File: src/hw/rtl/tsp_pkg.sv
`timescale 1ns / 1ps

package tsp_pkg;

  localparam int unsigned DefaultTableDepth = 64;

  localparam int unsigned OpW       = 3;
  localparam int unsigned IndexW    = 6;
  localparam int unsigned FreqW     = 16;
  localparam int unsigned DurW      = 16;
  localparam int unsigned ClockW    = 30;
  localparam int unsigned PrescW    = 17;
  localparam int unsigned TickW     = 23;
  localparam int unsigned ReloadW   = 30;
  localparam int unsigned CompareW  = 29;
  localparam int unsigned EventW    = 3;
  localparam int unsigned CfgIdxW   = 1;
  localparam int unsigned CfgDataW  = 30;

  // tones are 100..8000 Hz, so 13 bits carry any frequency that reaches the divider
  localparam int unsigned ToneFreqW = 13;
  localparam logic [FreqW-1:0] FreqMin = 16'd100;
  localparam logic [FreqW-1:0] FreqMax = 16'd8000;
  localparam logic [ToneFreqW-1:0] SilenceFreq = 13'd100;

  // frequency / 100 as (f * 5243) >> 19, exact for f <= 8000
  localparam logic [ToneFreqW-1:0] HundRecip = 13'd5243;
  localparam int unsigned HundShift = 19;
  localparam int unsigned HundW     = 7;

  localparam logic [ClockW-1:0] ClockReset = 30'd64000000;
  localparam logic [PrescW-1:0] PrescReset = 17'd64;

  typedef enum logic [OpW-1:0] {
    OP_TICK    = 3'd0,
    OP_WRITE   = 3'd1,
    OP_PLAY    = 3'd2,
    OP_BEEP    = 3'd3,
    OP_DISABLE = 3'd4
  } op_e;

  typedef enum logic [EventW-1:0] {
    EV_NONE    = 3'd0,
    EV_TONE    = 3'd1,
    EV_SILENCE = 3'd2,
    EV_END     = 3'd3,
    EV_STOP    = 3'd4
  } event_e;

  typedef enum logic [CfgIdxW-1:0] {
    CFG_CORE_CLOCK = 1'b0,
    CFG_PRESCALER  = 1'b1
  } cfg_reg_e;

  typedef enum logic [2:0] {
    ST_IDLE,
    ST_READ,
    ST_CHECK,
    ST_DIV,
    ST_FIN,
    ST_OUT
  } state_e;

  typedef struct packed {
    logic [OpW-1:0]    op;
    logic [IndexW-1:0] index;
    logic [FreqW-1:0]  frequency;
    logic [DurW-1:0]   duration;
  } tsp_in_t;

  typedef struct packed {
    logic                running;
    logic [ReloadW-1:0]  period_reload;
    logic [CompareW-1:0] duty_compare;
    logic                playing;
    logic [IndexW-1:0]   position;
    logic [EventW-1:0]   event_res;
  } tsp_out_t;

  typedef struct packed {
    logic [FreqW-1:0] freq;
    logic [DurW-1:0]  dur;
  } tsp_entry_t;

endpackage

File: src/hw/rtl/tsp_div.sv
`timescale 1ns / 1ps

module tsp_div #(
  parameter int unsigned Width = tsp_pkg::ClockW
) (
  input  logic             clk_i,
  input  logic             rst_ni,
  input  logic             start_i,
  input  logic [Width-1:0] dividend_i,
  input  logic [Width-1:0] divisor_i,
  output logic             done_o,
  output logic [Width-1:0] quotient_o
);

  localparam int unsigned CntW = (Width > 1) ? $clog2(Width) : 1;

  logic             busy_q;
  logic             done_q;
  logic [CntW-1:0]  cnt_q;
  logic [Width-1:0] num_q;
  logic [Width-1:0] den_q;
  logic [Width-1:0] rem_q;
  logic [Width:0]   rem_sh;
  logic [Width:0]   diff;
  logic             q_bit;

  assign rem_sh = {rem_q, num_q[Width-1]};
  assign diff   = rem_sh - {1'b0, den_q};
  assign q_bit  = ~diff[Width];

  always_ff @(posedge clk_i or negedge rst_ni) begin
    if (!rst_ni) begin
      busy_q <= 1'b0;
      done_q <= 1'b0;
      cnt_q  <= '0;
    end else begin
      done_q <= 1'b0;
      if (start_i) begin
        busy_q <= 1'b1;
        cnt_q  <= '0;
      end else if (busy_q) begin
        if (cnt_q == CntW'(Width - 1)) begin
          busy_q <= 1'b0;
          done_q <= 1'b1;
        end
        cnt_q <= cnt_q + 1'b1;
      end
    end
  end

  always_ff @(posedge clk_i) begin
    if (start_i) begin
      num_q <= dividend_i;
      den_q <= divisor_i;
      rem_q <= '0;
    end else if (busy_q) begin
      rem_q <= q_bit ? diff[Width-1:0] : rem_sh[Width-1:0];
      num_q <= {num_q[Width-2:0], q_bit};
    end
  end

  assign done_o     = done_q;
  assign quotient_o = num_q;

endmodule

File: src/hw/rtl/tone_sequence_player.sv
`timescale 1ns / 1ps
// Tone sequence player: drives the reload and compare values of a PWM timer
// from a table of (frequency, duration) entries.
// Input channel (in_valid_i / in_stall_o) carries one operation per item:
// timer tick, table write, play from index, single beep or disable.
// Output channel (out_valid_o / out_stall_i) returns exactly one result item
// per input item: timer state, sequence state and an event code.
// Configuration writes (cfg_valid_i / cfg_ready_o) set the timer clock and
// prescaler; they are taken in any cycle and should be made while idle.
// Items are handled one at a time; the next item can be taken in the same cycle
// as the previous result appears. Ticks that do not step the sequence, writes,
// disables and ignored ops go straight to the output state; an invalid beep
// passes the check state first, and a step or play that ends or stops reads
// the table before the check. An item that starts a tone or silence goes
// through the table read, the check, the 30-step bit-serial reload divider and
// a finish state; a beep skips the table read.
// The result sits in an output register; while the receiver stalls it holds,
// and the next item is accepted but its result waits until the first is taken.
// Reset clears all control state and the timer values; table contents are
// undefined until written and no clearing pass is made.
module tone_sequence_player #(
  parameter int unsigned TableDepth = tsp_pkg::DefaultTableDepth
) (
  input  logic                                  clk_i,
  input  logic                                  rst_ni,
  input  logic                                  in_valid_i,
  output logic                                  in_stall_o,
  input  tsp_pkg::tsp_in_t                      in_data_i,
  output logic                                  out_valid_o,
  input  logic                                  out_stall_i,
  output tsp_pkg::tsp_out_t                     out_data_o,
  input  logic                                  cfg_valid_i,
  output logic                                  cfg_ready_o,
  input  logic [tsp_pkg::CfgIdxW-1:0]           cfg_index_i,
  input  logic [tsp_pkg::CfgDataW-1:0]          cfg_data_i
);

  import tsp_pkg::*;

  localparam int unsigned IdxW   = (TableDepth > 1) ? $clog2(TableDepth) : 1;
  localparam int unsigned NumIdx = 2 ** IndexW;

  state_e state_q, state_d;

  logic [ClockW-1:0]   clock_q;
  logic [PrescW-1:0]   presc_q;
  logic [TickW-1:0]    ticks_q;
  logic                on_q;
  logic                seq_q;
  logic [IdxW-1:0]     ptr_q;
  logic [ReloadW-1:0]  reload_q;
  logic [CompareW-1:0] compare_q;
  event_e              ev_q;
  logic                from_seq_q;
  logic                silence_q;
  logic [FreqW-1:0]    f_q;
  logic [DurW-1:0]     d_q;
  logic [HundW-1:0]    hund_q;
  logic                out_valid_q;
  tsp_out_t            out_q;

  tsp_entry_t          mem_q [TableDepth];
  tsp_entry_t          rdata_q;
  logic                rd_en;
  logic [IdxW-1:0]     rd_addr;

  logic [IdxW-1:0]     idx_lut [NumIdx];
  logic [IdxW-1:0]     in_idx;
  logic [IdxW-1:0]     ptr_adv;
  logic                accept;
  logic [TickW-1:0]    ticks_dec;
  logic                tick_expire;
  logic                entry_end;
  logic                entry_silence;
  logic                tone_bad;
  logic                div_start;
  logic                div_done;
  logic [ClockW-1:0]   div_quot;
  logic [PrescW-1:0]   presc_eff;
  logic [ToneFreqW-1:0] freq_eff;
  logic [ClockW-1:0]   divisor;
  logic [2*ToneFreqW-1:0] hund_prod;
  logic [ReloadW-1:0]  reload_new;
  logic [TickW:0]      tone_ticks;
  logic [TickW:0]      silence_ticks;
  logic                out_free;

  for (genvar g = 0; g < NumIdx; g++) begin : g_idx_lut
    assign idx_lut[g] = IdxW'(g % TableDepth);
  end

  assign in_stall_o  = (state_q != ST_IDLE);
  assign in_idx      = idx_lut[in_data_i.index];
  assign ptr_adv     = (ptr_q == IdxW'(TableDepth - 1)) ? '0 : ptr_q + 1'b1;
  assign accept      = in_valid_i && !in_stall_o;
  assign ticks_dec   = ticks_q - 1'b1;
  assign tick_expire = on_q && (ticks_dec == '0);
  assign out_free    = !out_valid_q || !out_stall_i;

  assign entry_end     = from_seq_q && (f_q == '0) && (d_q == '0);
  assign entry_silence = from_seq_q && (f_q == '0) && (d_q != '0);
  assign tone_bad      = (f_q < FreqMin) || (f_q > FreqMax) || (d_q == '0);

  assign presc_eff = (presc_q == '0) ? PrescW'(1) : presc_q;
  assign freq_eff  = entry_silence ? SilenceFreq : f_q[ToneFreqW-1:0];
  assign divisor   = ClockW'(freq_eff) * ClockW'(presc_eff);
  assign hund_prod = f_q[ToneFreqW-1:0] * HundRecip;

  assign reload_new    = (div_quot == '0) ? '0 : div_quot - 1'b1;
  assign tone_ticks    = (TickW+1)'(hund_q) * (TickW+1)'(d_q) + 1'b1;
  assign silence_ticks = (TickW+1)'(d_q) + 1'b1;

  tsp_div #(
    .Width(ClockW)
  ) u_div (
    .clk_i      (clk_i),
    .rst_ni     (rst_ni),
    .start_i    (div_start),
    .dividend_i (clock_q),
    .divisor_i  (divisor),
    .done_o     (div_done),
    .quotient_o (div_quot)
  );

  always_comb begin
    state_d = state_q;
    unique case (state_q)
      ST_IDLE: begin
        if (accept) begin
          unique case (in_data_i.op)
            OP_TICK:  state_d = (tick_expire && seq_q) ? ST_READ : ST_OUT;
            OP_PLAY:  state_d = ST_READ;
            OP_BEEP:  state_d = ST_CHECK;
            default:  state_d = ST_OUT;
          endcase
        end
      end
      ST_READ:  state_d = ST_CHECK;
      ST_CHECK: state_d = (entry_end || (!entry_silence && tone_bad)) ? ST_OUT : ST_DIV;
      ST_DIV:   state_d = div_done ? ST_FIN : ST_DIV;
      ST_FIN:   state_d = ST_OUT;
      ST_OUT:   state_d = out_free ? ST_IDLE : ST_OUT;
      default:  state_d = ST_IDLE;
    endcase
  end

  always_comb begin
    div_start  = (state_q == ST_CHECK) && !entry_end && (entry_silence || !tone_bad);
    rd_en      = 1'b0;
    rd_addr    = ptr_adv;
    if (accept && (in_data_i.op == OP_PLAY)) begin
      rd_en   = 1'b1;
      rd_addr = in_idx;
    end else if (accept && (in_data_i.op == OP_TICK) && tick_expire && seq_q) begin
      rd_en   = 1'b1;
    end
  end

  always_ff @(posedge clk_i) begin
    if (accept && (in_data_i.op == OP_WRITE)) begin
      mem_q[in_idx] <= '{freq: in_data_i.frequency, dur: in_data_i.duration};
    end
    if (rd_en) begin
      rdata_q <= mem_q[rd_addr];
    end
  end

  always_ff @(posedge clk_i or negedge rst_ni) begin
    if (!rst_ni) begin
      state_q   <= ST_IDLE;
      clock_q   <= ClockReset;
      presc_q   <= PrescReset;
      ticks_q   <= '0;
      on_q      <= 1'b0;
      seq_q     <= 1'b0;
      ptr_q     <= '0;
      reload_q  <= '0;
      compare_q <= '0;
      ev_q      <= EV_NONE;
    end else begin
      state_q <= state_d;
      if (cfg_valid_i && cfg_ready_o) begin
        unique case (cfg_reg_e'(cfg_index_i))
          CFG_CORE_CLOCK: clock_q <= cfg_data_i[ClockW-1:0];
          CFG_PRESCALER:  presc_q <= cfg_data_i[PrescW-1:0];
          default:        ;
        endcase
      end
      unique case (state_q)
        ST_IDLE: begin
          if (accept) begin
            ev_q <= EV_NONE;
            unique case (in_data_i.op)
              OP_TICK: begin
                if (on_q) begin
                  ticks_q <= ticks_dec;
                  if (tick_expire) begin
                    if (seq_q) begin
                      ptr_q <= ptr_adv;
                    end else begin
                      on_q <= 1'b0;
                      ev_q <= EV_STOP;
                    end
                  end
                end
              end
              OP_PLAY: begin
                ptr_q <= in_idx;
                seq_q <= 1'b1;
              end
              OP_DISABLE: begin
                on_q <= 1'b0;
                ev_q <= EV_STOP;
              end
              default: ;
            endcase
          end
        end
        ST_CHECK: begin
          if (entry_end) begin
            on_q  <= 1'b0;
            seq_q <= 1'b0;
            ptr_q <= '0;
            ev_q  <= EV_END;
          end else if (entry_silence) begin
            ev_q <= EV_SILENCE;
          end else if (tone_bad) begin
            on_q <= 1'b0;
            ev_q <= EV_STOP;
          end else begin
            ev_q <= EV_TONE;
          end
        end
        ST_FIN: begin
          reload_q <= reload_new;
          if (silence_q) begin
            compare_q <= '0;
            ticks_q   <= silence_ticks[TickW-1:0];
          end else begin
            compare_q <= reload_new[ReloadW-1:1];
            ticks_q   <= tone_ticks[TickW-1:0];
            on_q      <= 1'b1;
          end
        end
        default: ;
      endcase
    end
  end

  always_ff @(posedge clk_i) begin
    if (accept) begin
      from_seq_q <= (in_data_i.op == OP_TICK);
      f_q        <= in_data_i.frequency;
      d_q        <= in_data_i.duration;
    end else if (state_q == ST_READ) begin
      f_q <= rdata_q.freq;
      d_q <= rdata_q.dur;
    end
    if (state_q == ST_CHECK) begin
      silence_q <= entry_silence;
      hund_q    <= hund_prod[HundShift +: HundW];
    end
  end

  always_ff @(posedge clk_i or negedge rst_ni) begin
    if (!rst_ni) begin
      out_valid_q <= 1'b0;
    end else if ((state_q == ST_OUT) && out_free) begin
      out_valid_q <= 1'b1;
    end else if (!out_stall_i) begin
      out_valid_q <= 1'b0;
    end
  end

  always_ff @(posedge clk_i) begin
    if ((state_q == ST_OUT) && out_free) begin
      out_q.running       <= on_q;
      out_q.period_reload <= reload_q;
      out_q.duty_compare  <= compare_q;
      out_q.playing       <= seq_q;
      out_q.position      <= IndexW'(ptr_q);
      out_q.event_res     <= ev_q;
    end
  end

  assign out_valid_o = out_valid_q;
  assign out_data_o  = out_q;
  assign cfg_ready_o = 1'b1;

endmodule

File: config.mk
export PLATFORM = sky130hd
export DESIGN_NAME = tone_sequence_player
export DESIGN_NICKNAME = d
export VERILOG_FILES = /design/src/hw/rtl/tsp_pkg.sv /design/src/hw/rtl/tsp_div.sv /design/src/hw/rtl/tone_sequence_player.sv
export SDC_FILE = /design/constraint.sdc
export NUM_CORES = 2
export LEC_CHECK = 0
export ABC_AREA = 1
export ABC_CLOCK_PERIOD_IN_PS = 9600
export BUFFER_PORTS_ARGS = -buffer_cell sky130_fd_sc_hd__buf_2
export CAP_MARGIN = 40
export CORE_MARGIN = 3
export CORE_UTILIZATION = 45
export DETAILED_ROUTE_END_ITERATION = 10
export GPL_TIMING_DRIVEN = 0
export PLACE_DENSITY_LB_ADDON = 0.05
export SLEW_MARGIN = 10
export SYNTH_ARGS = -nofsm -noshare
export SYNTH_HDL_FRONTEND = slang
export SYNTH_SLANG_ARGS = --single-unit
File: constraint.sdc
create_clock -name clk_i -period 9.6 [get_ports clk_i]
set_clock_uncertainty 0.05 [all_clocks]
set_input_delay 2.4 -clock clk_i [delete_from_list [all_inputs] [get_ports clk_i]]
set_output_delay 2.4 -clock clk_i [all_outputs]
set_load 0.02 [all_outputs]
---- Word-level counts from Yosys, hierarchy flattened ----
Memories as Yosys holds them, arrays and structs flattened. A register that Yosys moved wholly into a read port is not among the register bits.
Cells that the tools add are included.
cells by class
  multiplexer cells ....................... 71
  bitwise gates (word level) .............. 3
  divide/modulo/power cells ............... 0
  equality and inequality tests ........... 25
  $lt $le $gt $ge ......................... 3
  add/subtract/negate cells ............... 7
  $mul .................................... 3
  shift operators ......................... 0
  reduce and logical (&&, ||, !) cells .... 47
operator list
  operator                count
  $mux 30                 4
  $mux 23                 4
  $mux 16                 4
  $mux 6                  9
  $pmux 23 s2             1
  $mux 3                  12
  $logic_not 16->1        2
  $sub 31x30->31          1
  $logic_not 30->1        1
  $mul 13x17->30          1
  $sub 30x1->30 const B   1
  $mux 29                 1
  $mul 13x13->26 const B  1
  $pmux 6 s2              2
  $add 23x1->23 const B   1
  $logic_not 23->1        1
  $mul 7x16->23           1
  $mux 1                  23
  $sub 23x1->23 const B   1
  $ne 3x3->1 const B      6
  $pmux 3 s6              1
  $add 16x1->17 const B   1
  $logic_not 17->1        1
  $mux 17                 1
  other kinds (32)        78
storage, ports and cells
  register bits after elaboration ......... 352
  bits in latches ......................... 0
  input bits .............................. 77
  RAM bits ................................ 2048
  bits in read-only memories .............. 384
  word-level logic and storage cells ...... 189
  memories kept ........................... 2
memory list
  name              depth  bits a word  read ports  clocked after Yosys merged registers in  wr ports  RTL line                    RTL
  mem_q             64     32           1           1                                        1         tone_sequence_player.sv:62  tsp_entry_t mem_q [TableDepth];
  (name not given)  64     6            1           0                                        0         tone_sequence_player.sv:93  assign in_idx = idx_lut[in_data_i.index];

---- Longest topological paths before layout ----
  word-level depth ........................ 8
  gate-level depth with buffers ........... 35
  depth with buffers taken out ............ 34

---- By module ----
From an unflattened synthesis, not the netlist that was laid out.
second synthesis, totals
  cell total of the unflattened synthesis .. 11588
  area, all modules ....................... 119723.6 um^2
by module, submodules not included
  module                instances  cells each  area an instance (um^2)
  tone_sequence_player  1          10645       113326.2
  tsp_div               1          943         6397.4

---- Worst setup path after synthesis ----
No wires, ideal clock.
  path type ............................... reg-to-reg
  start point ............................. register f_q[4]
  end point ............................... register u_div.den_q[29], data pin
  arrival ................................. 6325 ps
  stages on the path, launching flop included .. 34
  path slack .............................. 2964 ps
  required time ........................... 9289 ps
  buffers on the path ..................... 2
  cell sequence ........................... edfxtp_1 inv_1 ha_1 nand2_1 nor3b_1 nand2_1 inv_1 nand2_1 inv_1 buf_2 nor2_1 inv_1 clkbuf_1 nor2_1 fa_1 inv_1 fa_1 inv_1 fa_1 inv_1 fa_1 fa_1 inv_1 ha_1 a21o_1 nand2_1 nand3_1 nand2_1 nand2_1 a21boi_0 o21ai_0 nand3_1 nand2_1 xor2_1
between the ends
  longest elaborated chain between the ends .. 5
RTL lines
  what                             RTL line                     RTL
  start: declaration               tone_sequence_player.sv:56   logic [FreqW-1:0] f_q;
  start signal: assignment         tone_sequence_player.sv:253  f_q <= in_data_i.frequency;
  start signal: assignment         tone_sequence_player.sv:256  f_q <= rdata_q.freq;
  $logic_not 16->1                 tone_sequence_player.sv:101  assign entry_silence = from_seq_q && (f_q == '0) && (d_q != '0);
  $logic_and 1x1->1 (2 in series)  tone_sequence_player.sv:101
  named net entry_silence          tone_sequence_player.sv:74   logic entry_silence;
  $mux 13                          tone_sequence_player.sv:105  assign freq_eff = entry_silence ? SilenceFreq : f_q[ToneFreqW-1:0];
  $mul 13x17->30                   tone_sequence_player.sv:106  assign divisor = ClockW'(freq_eff) * ClockW'(presc_eff);
  named net divisor[29]            tone_sequence_player.sv:81   logic [ClockW-1:0] divisor;
  end signal: assignment           tsp_div.sv:54                den_q <= divisor_i;
  end: declaration                 tsp_div.sv:21                logic [Width-1:0] den_q;
The timed path passes the listed nets, and every way through them passes these cells.
A chain may end at the register's enable or synchronous reset.

---- Worst setup path after layout ----
  start point ............................. register f_q[12]
  end point ............................... register u_div.den_q[29], data pin
The elaborated chain is that of the path after synthesis.

==> impl_metrics.csv <==
group,metric,value,unit
floorplanning,dieArea,274400,um^2
floorplanning,rows,189,
cts,clock_sinks,2432,
grt,grt_pass1_vias,83500,
floorplanning,ios,150,
critical_path,rr_startpoint,"f_q[12]$_DFFE_PP_",
floorplanning,core-area,266000,um^2
timing,rsz0062_at_grt,"no",
layout,fillers,23850,
logic_synthesis,syn-cell-area,120700,um^2
placed_design,dpl.hpwl,294300,um
cts,clockBufferDepth,4,
route,wirelength,401000,um
timing,finalSetupViolCount,0,
min_path,hold_depth,0,
min_path,min_from,"reload_q[14]$_DFFE_PN0P_",
route,via_per_inst,5.475,
placed_design,pre_cts_slack,0.8580,ns
cts,cts_hold_buf,0,
critical_path,r2r_end,"u_div.den_q[29]$_DFFE_PP_",
logic_synthesis,synth.avg_cell_area,10.39,um^2
timing,worst_pin_slew,0.9429,ns
logic_synthesis,yosys_warnings,0,
cts,cts_buffers,279,
logic_synthesis,yosysMostFrequentCell,"nand2_1",
floorplanning,start_util,45.36,%
timing,fmax,114.7,MHz
run,max-cap-violations,0,
critical_path,r2r_slack,0.89,ns
cts,clk_pin_slew,0.06,ns
logic_synthesis,synth_cell_types,57,
logic_synthesis,syn_nets,12240,
grt,grt_first_pass_wirelength,575800,um
layout,layout.cells.non_filler,15920,
timing,slew_headroom,36.72,%
timing,slew_viol_final,0,
layout,nets,12800,
logic_synthesis,synthCells,11610,
cts,cts_tree,"built",
logic_synthesis,ys_ff_latch,2432,
status,status,"complete, no violations",
critical_path,arrival,9.26,ns
layout,area_growth,14.46,%
cts,htree_levels,5,
logic_synthesis,ys_seq_area_share,59.66,%
layout,drive_gt1_share,8.356,%
critical_path,rr_worst_depth,32,
logic_synthesis,synth_top_area_cell,"edfxtp_1",
route,dr.pass1.iters,6,
floorplanning,fp.dieW,523.8,um
logic_synthesis,synthTopCellsByCount,"nand2_1, edfxtp_1, nand3_1, inv_1, nand3b_1",
placed_design,port_buffers,146,
grt,antenna_found_initial,41,
grt,grt_max_degree,89,
critical_path,cp.depth,32,
cts,cts_resized,0,
logic_synthesis,async_flop_share,6.209,%
route,drt-wirelength-per-cell,25.19,um
floorplanning,die_y,523.8,um
critical_path,cp_top_family,"adder cells",
critical_path,worstSetupStartpointType,"flop",
logic_synthesis,synth_ff_type,"edfxtp_1",
route,ant_nets,0,
route,route.detailed.drc,0,
route,drtIter0Drc,9531,
critical_path,cp.required,10.14,ns
logic_synthesis,yosys-top-cells-area,"edfxtp_1, nand2_1, nand3_1",
critical_path,crit_top_cell,"nand2_1",
grt,overflow,0,
critical_path,crit_type,"reg2reg",
timing,setup_slack,0.8851,ns
cts,cts_setup_buffers,0,
layout,ff_latch_area,71980,um^2
timing,finalCriticalPeriod,8.715,ns
logic_synthesis,synth_edf_count,2251,
min_path,whs_endpoint,"out_data_o[53]$_DFFE_PP_",
timing,setup_tns,0,ns
logic_synthesis,yosysTopAreaCellShare,56.02,%
layout,final_util,51.92,%
critical_path,crit_slowest_cell,"nor2_1",
critical_path,critPathMaxFanout,10,
layout,multi_input_area,40550,um^2
cts,clk-insertion-delay-late,0.91,ns
route,vias,87150,
grt,track_usage,28.90,%
placed_design,gp_congestion,0.9515,
critical_path,path_buf_inv,9,
timing,fin_crit_sh,90.78,%
critical_path,end_kind,"flop",
min_path,hold_path_class,"reg2reg",
cts,root_buffer,"clkbuf_16",
critical_path,max_stage_delay,0.73,ns
placed_design,dpl.cell_count,15420,
timing,finalHoldViolCount,0,
[flip-flops by register name, summed over array words and instances, names as in the netlist, 29 cells and up]
| name | flops |
|---|---|
| mem_q | 2048 |
| out_data_o | 70 |
| rdata_q | 32 |
| clock_q | 30 |
| reload_q | 30 |
| u_div.den_q | 30 |
| u_div.quotient_o | 30 |
| u_div.rem_q | 30 |
| compare_q | 29 |
[layout by cell type (no fill, tap or decap), types with 26 or more instances in the layout]
| cell | count |
|---|---|
| nor3_1 | 26 |
| buf_16 | 68 |
| edfxtp_1 | 2251 |
| nand4_1 | 35 |
| a21oi_1 | 140 |
| clkinv_1 | 51 |
| xnor2_1 | 35 |
| clkbuf_16 | 288 |
| clkbuf_1 | 380 |
| nand3_1 | 1854 |
| nor2_1 | 333 |
| fa_1 | 292 |
| buf_2 | 344 |
| dfxtp_1 | 30 |
| clkinv_2 | 38 |
| dfrtp_1 | 143 |
| o21ai_0 | 181 |
| buf_1 | 64 |
| ha_1 | 261 |
| inv_1 | 1560 |
| o211ai_1 | 70 |
| nand3b_1 | 712 |
| buf_4 | 59 |
| nand2_1 | 2763 |
| nor2_4 | 65 |
| buf_12 | 41 |
| xor2_1 | 60 |
[through the flow]
stage	cell area [um^2]	hold slack (ns)
floorplan	120700	0.3753
global placement	125800	0.3789
detailed placement	129400	0.3822
CTS	138100	0.3809
global route	138100	0.3967
finish	138100	0.3958
[logic make-up (layout without fill, tap and decap cells)]
logic type	count (synthesis)	count (layout)	synth area share (%)
AO/OA/AOI/OAI	475	475	2.290
XOR/XNOR	95	95	0.6895
adder cells (fa/ha/maj)	553	553	7.551
buffers and inverters	2210	2972	7.187
flip-flops	2432	2432	59.66
multiplexers	13	13	0.1213
other	1	12	0.003108
AND/OR/NAND/NOR	5833	5833	22.50
[area by class of cell]
type / instances / share of cell area [%]
Tap cell: 3533 / 3.201
Multi-Input combinational cell: 6970 / 29.36
Inverter: 1571 / 4.270
Sequential cell: 2432 / 52.12
Antenna cell: 11 / 0.01993
Buffer: 639 / 2.016
Clock inverter: 130 / 0.8706
Timing Repair Buffer: 272 / 2.693
Clock buffer: 360 / 5.450
[worst max-delay path by stage]
stage / startpoint / slack, ns / end
2_1_floorplan: f_q[4]$_DFFE_PP_ / 2.96 / u_div.den_q[29]$_DFFE_PP_
3_3_place_gp: f_q[12]$_DFFE_PP_ / 0.89 / u_div.den_q[28]$_DFFE_PP_
3_5_place_dp: f_q[12]$_DFFE_PP_ / 0.86 / u_div.den_q[29]$_DFFE_PP_
4_1_cts: f_q[12]$_DFFE_PP_ / 0.86 / u_div.den_q[29]$_DFFE_PP_
5_1_grt: f_q[12]$_DFFE_PP_ / 0.32 / u_div.den_q[29]$_DFFE_PP_
6_report: f_q[12]$_DFFE_PP_ / 0.89 / u_div.den_q[29]$_DFFE_PP_
[metal layers]
metal  GRT usage [%]  wire length, um  vias to the layer above  part of all wire [%]
li1                -                -                    40060                     -
met1           39.83           168300                    43080                    42
met2           45.85           182700                     3348                    46
met3           4.694            31960                      658                   8.0
met4           11.50            18040                        4                   4.5
met5               0               30                        -                0.0075
Power is not shown: default switching activity piles up to over one toggle a cycle in this logic, so the estimate is an artifact.
